File: src/hdl/svoice_pkg.sv
// svoice_pkg: word types, function codes and register constants for the voice allocator.
// No dependencies; imported by sound_voice_allocator.
package svoice_pkg;

  localparam int unsigned CHANNELS_DEF = 8;
  localparam int unsigned CFG_W        = 4;
  localparam logic [CFG_W-1:0] ACTIVE_RST = 4'd8;

  localparam logic [1:0] FUNC_START   = 2'd0;
  localparam logic [1:0] FUNC_STOP    = 2'd1;
  localparam logic [1:0] FUNC_RELEASE = 2'd2;

  typedef struct packed {
    logic [1:0]  func;
    logic [15:0] emitter;
    logic [7:0]  priority_req;
    logic [2:0]  channel;
  } svoice_in_t;

  typedef struct packed {
    logic       granted;
    logic [2:0] granted_channel;
    logic       stopped_valid;
    logic [2:0] stopped_channel;
  } svoice_out_t;

endpackage

File: src/hdl/sound_voice_allocator.sv
// sound_voice_allocator: channel allocation with same-emitter reuse and priority eviction.
// Depends on svoice_pkg (word structs, function codes, config reset value).
//
//  channel  ports                         payload        notes
//  in       in_valid / in_ready           in_data        one request word
//  out      out_valid / out_ready         out_data       one result word per request
//  cfg      cfg_valid / cfg_ready         cfg_data       active channel count
//
// Start and stop scan n channels, n the active channel count: one channel's
// emitter and priority are read from the channel memory and checked by the single
// compare stage per cycle, then drain and final follow. Release, unused codes and a
// zero-count scan skip to final. in_ready returns the cycle after the result is loaded.
// Reset (synchronous, rst_n low) frees every channel and sets the count to 8.
// The result sits in an output register; a stalled output holds the finished
// result in the final state, and no new word is taken until the block is idle.
module sound_voice_allocator
  import svoice_pkg::*;
#(
  parameter int unsigned CHANNELS = CHANNELS_DEF
) (
  input  logic               clk,
  input  logic               rst_n,
  input  logic               in_valid,
  output logic               in_ready,
  input  svoice_in_t         in_data,
  output logic               out_valid,
  input  logic               out_ready,
  output svoice_out_t        out_data,
  input  logic               cfg_valid,
  output logic               cfg_ready,
  input  logic [CFG_W-1:0]   cfg_data
);

  localparam int unsigned CW = (CHANNELS > 1) ? $clog2(CHANNELS) : 1;
  localparam int unsigned NW = $clog2(CHANNELS + 1);

  localparam logic [1:0] ST_IDLE  = 2'd0;
  localparam logic [1:0] ST_SCAN  = 2'd1;
  localparam logic [1:0] ST_DRAIN = 2'd2;
  localparam logic [1:0] ST_FIN   = 2'd3;

  logic [1:0]          state_r, state_nxt;
  logic [CFG_W-1:0]    active_r;
  svoice_in_t          req_r;
  logic [CW-1:0]       idx_r;
  logic                cmp_v_r;
  logic [CW-1:0]       cmp_idx_r;
  logic [15:0]         rd_emit_r;
  logic [7:0]          rd_pri_r;
  logic [CHANNELS-1:0] busy_r, busy_nxt;

  logic                match_f_r, free_f_r, pri_f_r;
  logic [CW-1:0]       match_i_r, free_i_r, pri_i_r;

  logic                out_valid_r;
  svoice_out_t         out_data_r;

  logic [15:0]         emit_mem [CHANNELS];
  logic [7:0]          pri_mem  [CHANNELS];

  logic [NW-1:0]       n_lim;
  logic                accept, can_load, finish, mem_we, scan_last;
  logic                grant_ok, stop_ok, ch_ok, cmp_busy;
  logic [CW-1:0]       grant_idx, stop_idx, ch_idx;

  assign cfg_ready = 1'b1;
  assign in_ready  = (state_r == ST_IDLE);
  assign accept    = in_valid && in_ready;
  assign out_valid = out_valid_r;
  assign out_data  = out_data_r;
  assign can_load  = !out_valid_r || out_ready;
  assign finish    = (state_r == ST_FIN) && can_load;

  assign n_lim     = (int'(active_r) > int'(CHANNELS)) ? NW'(CHANNELS) : NW'(active_r);
  assign scan_last = (NW'(idx_r) + NW'(1)) == n_lim;
  assign cmp_busy  = busy_r[cmp_idx_r];

  assign ch_ok  = int'(req_r.channel) < int'(CHANNELS);
  assign ch_idx = CW'(req_r.channel);

  // sequencer
  always_comb begin
    state_nxt = state_r;
    case (state_r)
      ST_IDLE: begin
        if (accept) begin
          if ((in_data.func == FUNC_START || in_data.func == FUNC_STOP) && n_lim != '0) begin
            state_nxt = ST_SCAN;
          end else begin
            state_nxt = ST_FIN;
          end
        end
      end
      ST_SCAN: begin
        if (scan_last) begin
          state_nxt = ST_DRAIN;
        end
      end
      ST_DRAIN: state_nxt = ST_FIN;
      ST_FIN: begin
        if (can_load) begin
          state_nxt = ST_IDLE;
        end
      end
      default: state_nxt = ST_IDLE;
    endcase
  end

  // decision from the scan flags
  always_comb begin
    grant_ok  = 1'b0;
    grant_idx = '0;
    stop_ok   = 1'b0;
    stop_idx  = '0;
    case (req_r.func)
      FUNC_START: begin
        if (match_f_r) begin
          // freeing the match leaves a free channel no higher than it
          stop_ok   = 1'b1;
          stop_idx  = match_i_r;
          grant_ok  = 1'b1;
          grant_idx = (free_f_r && free_i_r < match_i_r) ? free_i_r : match_i_r;
        end else if (free_f_r) begin
          grant_ok  = 1'b1;
          grant_idx = free_i_r;
        end else if (pri_f_r) begin
          stop_ok   = 1'b1;
          stop_idx  = pri_i_r;
          grant_ok  = 1'b1;
          grant_idx = pri_i_r;
        end
      end
      FUNC_STOP: begin
        stop_ok  = match_f_r;
        stop_idx = match_i_r;
      end
      FUNC_RELEASE: begin
        stop_ok  = ch_ok && busy_r[ch_idx];
        stop_idx = ch_idx;
      end
      default: ;
    endcase
  end

  always_comb begin
    busy_nxt = busy_r;
    if (stop_ok) begin
      busy_nxt[stop_idx] = 1'b0;
    end
    if (grant_ok) begin
      busy_nxt[grant_idx] = 1'b1;
    end
  end

  assign mem_we = finish && grant_ok;

  // channel memory: one read address per cycle, registered data
  always_ff @(posedge clk) begin
    if (mem_we) begin
      emit_mem[grant_idx] <= req_r.emitter;
      pri_mem[grant_idx]  <= req_r.priority_req;
    end
    rd_emit_r <= emit_mem[idx_r];
    rd_pri_r  <= pri_mem[idx_r];
  end

  always_ff @(posedge clk) begin
    if (!rst_n) begin
      state_r     <= ST_IDLE;
      active_r    <= ACTIVE_RST;
      busy_r      <= '0;
      out_valid_r <= 1'b0;
      cmp_v_r     <= 1'b0;
      idx_r       <= '0;
      match_f_r   <= 1'b0;
      free_f_r    <= 1'b0;
      pri_f_r     <= 1'b0;
    end else begin
      state_r <= state_nxt;
      if (cfg_valid && cfg_ready) begin
        active_r <= cfg_data;
      end
      if (finish) begin
        out_valid_r <= 1'b1;
        busy_r      <= busy_nxt;
      end else if (out_valid_r && out_ready) begin
        out_valid_r <= 1'b0;
      end

      cmp_v_r <= (state_r == ST_SCAN);
      if (accept) begin
        idx_r     <= '0;
        match_f_r <= 1'b0;
        free_f_r  <= 1'b0;
        pri_f_r   <= 1'b0;
      end else if (state_r == ST_SCAN) begin
        idx_r <= idx_r + CW'(1);
      end

      // compare stage: first hit of each kind wins
      if (cmp_v_r) begin
        if (cmp_busy && rd_emit_r == req_r.emitter && !match_f_r) begin
          match_f_r <= 1'b1;
        end
        if (!cmp_busy && !free_f_r) begin
          free_f_r <= 1'b1;
        end
        if (cmp_busy && rd_pri_r >= req_r.priority_req && !pri_f_r) begin
          pri_f_r <= 1'b1;
        end
      end
    end
  end

  always_ff @(posedge clk) begin
    if (accept) begin
      req_r <= in_data;
    end
    cmp_idx_r <= idx_r;
    if (cmp_v_r) begin
      if (cmp_busy && rd_emit_r == req_r.emitter && !match_f_r) begin
        match_i_r <= cmp_idx_r;
      end
      if (!cmp_busy && !free_f_r) begin
        free_i_r <= cmp_idx_r;
      end
      if (cmp_busy && rd_pri_r >= req_r.priority_req && !pri_f_r) begin
        pri_i_r <= cmp_idx_r;
      end
    end
    if (finish) begin
      out_data_r.granted         <= grant_ok;
      out_data_r.granted_channel <= grant_ok ? 3'(grant_idx) : 3'd0;
      out_data_r.stopped_valid   <= stop_ok;
      out_data_r.stopped_channel <= stop_ok ? 3'(stop_idx) : 3'd0;
    end
  end

  // checks
  a_scan_in_range: assert property (@(posedge clk) disable iff (!rst_n)
    state_r == ST_SCAN |-> NW'(idx_r) < n_lim)
    else $error("scan index past active channel count");

  a_grant_marks_busy: assert property (@(posedge clk) disable iff (!rst_n)
    mem_we |=> busy_r[$past(grant_idx)])
    else $error("granted channel not marked busy");

  a_drain_after_scan: assert property (@(posedge clk) disable iff (!rst_n)
    state_r == ST_DRAIN |-> cmp_v_r && !in_ready)
    else $error("drain without a compare in flight");

endmodule
File: config.mk
export PLATFORM = sky130hd
export DESIGN_NAME = sound_voice_allocator
export DESIGN_NICKNAME = d
export VERILOG_FILES = /design/src/hdl/svoice_pkg.sv /design/src/hdl/sound_voice_allocator.sv
export SDC_FILE = /design/constraint.sdc
export NUM_CORES = 1
export LEC_CHECK = 0
export ABC_CLOCK_PERIOD_IN_PS = 6100
export BUFFER_PORTS_ARGS = -buffer_cell sky130_fd_sc_hd__buf_2
export CAP_MARGIN = 20
export CORE_MARGIN = 2
export CORE_UTILIZATION = 55
export DETAILED_ROUTE_END_ITERATION = 10
export GPL_ROUTABILITY_DRIVEN = 0
export PLACE_DENSITY = 0.72
export REMOVE_ABC_BUFFERS = 1
export SLEW_MARGIN = 0
export SYNTH_ARGS = -nofsm -noshare
export SYNTH_HDL_FRONTEND = slang
export SYNTH_SLANG_ARGS = --single-unit
File: constraint.sdc
create_clock -name clk -period 6.1 [get_ports clk]
set_input_delay 1.22 -clock clk [delete_from_list [all_inputs] [get_ports clk]]
set_output_delay 1.22 -clock clk [all_outputs]
set_load 0.02 [all_outputs]
==> out/summary.json <==
{
  "outcome": {"value": "complete, no violations"},
  "worst-path-max-fanout": {"value": 18},
  "synth_largest_type_area_fraction": {"value": 64.2, "unit": "%"},
  "synthMostInstantiatedCell": {"value": "sky130_fd_sc_hd__edfxtp_1"},
  "clock_tree.root_cell": {"value": "sky130_fd_sc_hd__clkbuf_16"},
  "cts_buffers": {"value": 28},
  "hold_buf_cts": {"value": 0},
  "cell_depth_of_the_worst_hold_path": {"value": 0},
  "num_antenna_cells": {"value": 0},
  "core_area": {"value": 20000, "unit": "um^2"},
  "arrival": {"value": 3.47, "unit": "ns"},
  "synthArstFlopShare": {"value": 0, "unit": "%"},
  "die_w": {"value": 146, "unit": "um"},
  "postRouteAntennaNets": {"value": 0},
  "cts_htree_levels": {"value": 1},
  "fin_crit_sh": {"value": 53.5, "unit": "%"},
  "route.detailed.vias_per_inst": {"value": 5.79},
  "grt_antenna_before_repair": {"value": 0},
  "dpl_cell_area": {"value": 11700, "unit": "um^2"},
  "synth_cells": {"value": 593},
  "number_of_buffers_added_for_setup_after_cts": {"value": 0},
  "grt_setup_unrepaired": {"value": "no"},
  "die_h": {"value": 146, "unit": "um"},
  "cellPowerDensity": {"value": 371, "unit": "nW/um^2"},
  "ctsResizeCount": {"value": 0},
  "peakVddDrop": {"value": 267, "unit": "uV"},
  "grt-ovfl-total": {"value": 0},
  "clock-sinks": {"value": 287},
  "worst-endpoint-required": {"value": 6.31, "unit": "ns"},
  "placementRows": {"value": 52},
  "worst_setup_path_end_kind": {"value": "flop"},
  "yosys_most_used_dff": {"value": "sky130_fd_sc_hd__edfxtp_1"},
  "maxClockFrequency": {"value": 0.306, "unit": "GHz"},
  "firstDrtPassIters": {"value": 5},
  "clk_pin_slew": {"value": 0.06, "unit": "ns"},
  "globalRouteMet2Util": {"value": 30.5, "unit": "%"},
  "relSlewSlack": {"value": 25.0, "unit": "%"},
  "synth-warning-count": {"value": 0},
  "design.final.nets": {"value": 709},
  "power": {"value": 0.00469, "unit": "W"},
  "synth.ff_latch_count": {"value": 287},
  "detailedRoute.firstIterationViolations": {"value": 342},
  "ctsLongestPathBuffers": {"value": 3},
  "remaining_drc_errors": {"value": 0},
  "category_of_the_most_critical_setup_path": {"value": "input port to flop"},
  "floorplan.io_pins": {"value": 49},
  "finalHoldViolCount": {"value": 0},
  "timing.reg2reg.worst_path_depth": {"value": 8},
  "power.leakage": {"value": 4.26, "unit": "nW"},
  "cts_tree": {"value": "yes"},
  "min-delay-path-class": {"value": "flop to flop"},
  "final_max_slew_viol_count": {"value": 0},
  "synth_largest_area_cell": {"value": "sky130_fd_sc_hd__edfxtp_1"},
  "area.growth.synth_to_final": {"value": 13.5, "unit": "%"},
  "hpwlAfterDp": {"value": 11900, "unit": "um"},
  "grt_pass1_wl": {"value": 31400, "unit": "um"},
  "synth-edff-count": {"value": 238},
  "fin_tns_setup": {"value": 0, "unit": "ns"},
  "timing.rr.start": {"value": "free_i_r[2]"},
  "min_from": {"value": "cmp_idx_r[2]"},
  "finish.instance_area": {"value": 12600, "unit": "um^2"},
  "wire_per_inst": {"value": 20.7, "unit": "um"},
  "gr-usage-all-layers": {"value": 18.8, "unit": "%"},
  "fin_worst_skew": {"value": 0.0176, "unit": "ns"},
  "critPathLaunch": {"value": "out_ready"},
  "worst_margin_pin_slew": {"value": 1.11, "unit": "ns"},
  "global_route.usage.met1": {"value": 26.1, "unit": "%"},
  "drive_gt1_share": {"value": 29.5, "unit": "%"},
  "route.vias.total": {"value": 5493},
  "synthesis.area_per_instance": {"value": 18.8, "unit": "um^2"},
  "via_count_of_the_first_global_routing_pass": {"value": 5754},
  "post_synthesis_instance_area": {"value": 11100, "unit": "um^2"},
  "initial_utilization": {"value": 55.6, "unit": "%"},
  "critical_path.startpoint_type": {"value": "input port"},
  "use_met3": {"value": 3.38, "unit": "%"},
  "grt_busiest_layer": {"value": "met2"},
  "totalWireLength": {"value": 19600, "unit": "um"},
  "yosysSeqAreaShare": {"value": 73.0, "unit": "%"},
  "synthDistinctLibCells": {"value": 56},
  "final_core_util": {"value": 63.1, "unit": "%"},
  "fin_worst_hold_slack": {"value": 0.513, "unit": "ns"},
  "die_area": {"value": 21400, "unit": "um^2"},
  "final_critical_path_time_including_i_o_delays_and_setup": {"value": 3.26, "unit": "ns"},
  "worst_skew_late_latency": {"value": 0.54, "unit": "ns"},
  "placement.io_buffers": {"value": 47},
  "drv.max_cap_violation_count": {"value": 0},
  "setup_viol": {"value": 0},
  "grt_start_max_net_pins": {"value": 56},
  "synth.top_cells.by_area": {"value": "sky130_fd_sc_hd__edfxtp_1 (64%), sky130_fd_sc_hd__mux4_2 (11%), sky130_fd_sc_hd__dfxtp_1 (8.8%)"},
  "synth.top_cells.by_count": {"value": "sky130_fd_sc_hd__edfxtp_1 (238), sky130_fd_sc_hd__mux4_2 (52), sky130_fd_sc_hd__dfxtp_1 (49)"}
}
final timing paths:
check / end / slack, ns
worst min register to register: pri_i_r[2] / 0.51
worst max-delay path: emit_mem[0][12] / 2.84
worst max register to register: emit_mem[0][12] / 2.93
worst min-delay path: pri_i_r[2] / 0.51
area by class of cell:
type,instances,area (um^2)
clock buffer,33,749
clock inverter,19,149
fill,1427,7400
inverter,21,78.8
multi-input combinational,259,2850
sequential,287,8130
tap,270,338
timing repair buffer,59,345
layer usage:
layer	wire (um)	part of all wire [%]
met5	0	0
met4	567	2.9
met3	1070	5.5
met2	9590	49
met1	8410	43
critical path, stage by stage:
cell and delay [ns]:
sky130_fd_sc_hd__buf_2 0.08, sky130_fd_sc_hd__nor2b_1 0.05, sky130_fd_sc_hd__nor2b_1 0.64, sky130_fd_sc_hd__and2_1 0.25, sky130_fd_sc_hd__o21ai_1 0.26, sky130_fd_sc_hd__nor3_2 0.57, sky130_fd_sc_hd__buf_4 0.40
placed cells by master, fill, tap and decap left out, types with 5 or more instances in the layout:
cell,count
sky130_fd_sc_hd__inv_1,19
sky130_fd_sc_hd__nor3_2,8
sky130_fd_sc_hd__nor2_1,19
sky130_fd_sc_hd__and2_1,11
sky130_fd_sc_hd__xor2_1,19
sky130_fd_sc_hd__ha_1,15
sky130_fd_sc_hd__clkbuf_16,28
sky130_fd_sc_hd__buf_2,47
sky130_fd_sc_hd__edfxtp_1,238
sky130_fd_sc_hd__buf_4,11
sky130_fd_sc_hd__o41ai_1,17
sky130_fd_sc_hd__nor4_1,5
sky130_fd_sc_hd__mux2_2,25
sky130_fd_sc_hd__mux4_2,52
sky130_fd_sc_hd__clkinv_2,6
sky130_fd_sc_hd__mux2i_1,9
sky130_fd_sc_hd__dfxtp_1,47
sky130_fd_sc_hd__nand2b_1,5
sky130_fd_sc_hd__nand2_1,15
per-stage QoR:
step,setup slack (ns),cells
final,2.84,948
after global routing,2.62,948
after CTS,2.83,947
after detailed placement,2.31,895
after global placement,2.41,895
after floorplan,1.56,567
logic make-up after synthesis:
family                     count (synthesis)  synth area share, %
and+or+nand+nor                           87                 4.24
buffers and inverters                     47                 1.79
muxes                                     86                 13.9
other                                      1               0.0337
adders and majority gates                 15                 1.69
DFF                                      287                 73.0
xor gates and xnor gates                  21                 1.65
AOI/OAI and AO/OA                         49                 3.73
registers in the layout, summed over array words and instances, names as in the netlist, 2 cells and up:
register	flops
rd_emit_r	16
busy_r	8
idx_r	3
pri_mem	64
pri_i_r	3
req_r	26
ch_idx	3
cmp_idx_r	3
match_i_r	3
rd_pri_r	8
state_r	2
emit_mem	128
free_i_r	3
out_data	8
active_r	4
power breakdown:
| part | switching [W] | internal [W] |
|---|---|---|
| Clock | 0.000707 | 0.000926 |
| Sequential | 0.000155 | 0.00232 |
| Combinational | 0.000288 | 0.000294 |
| Total | 0.00115 | 0.00354 |
No activity file was read; power rests on OpenSTA's default activity.
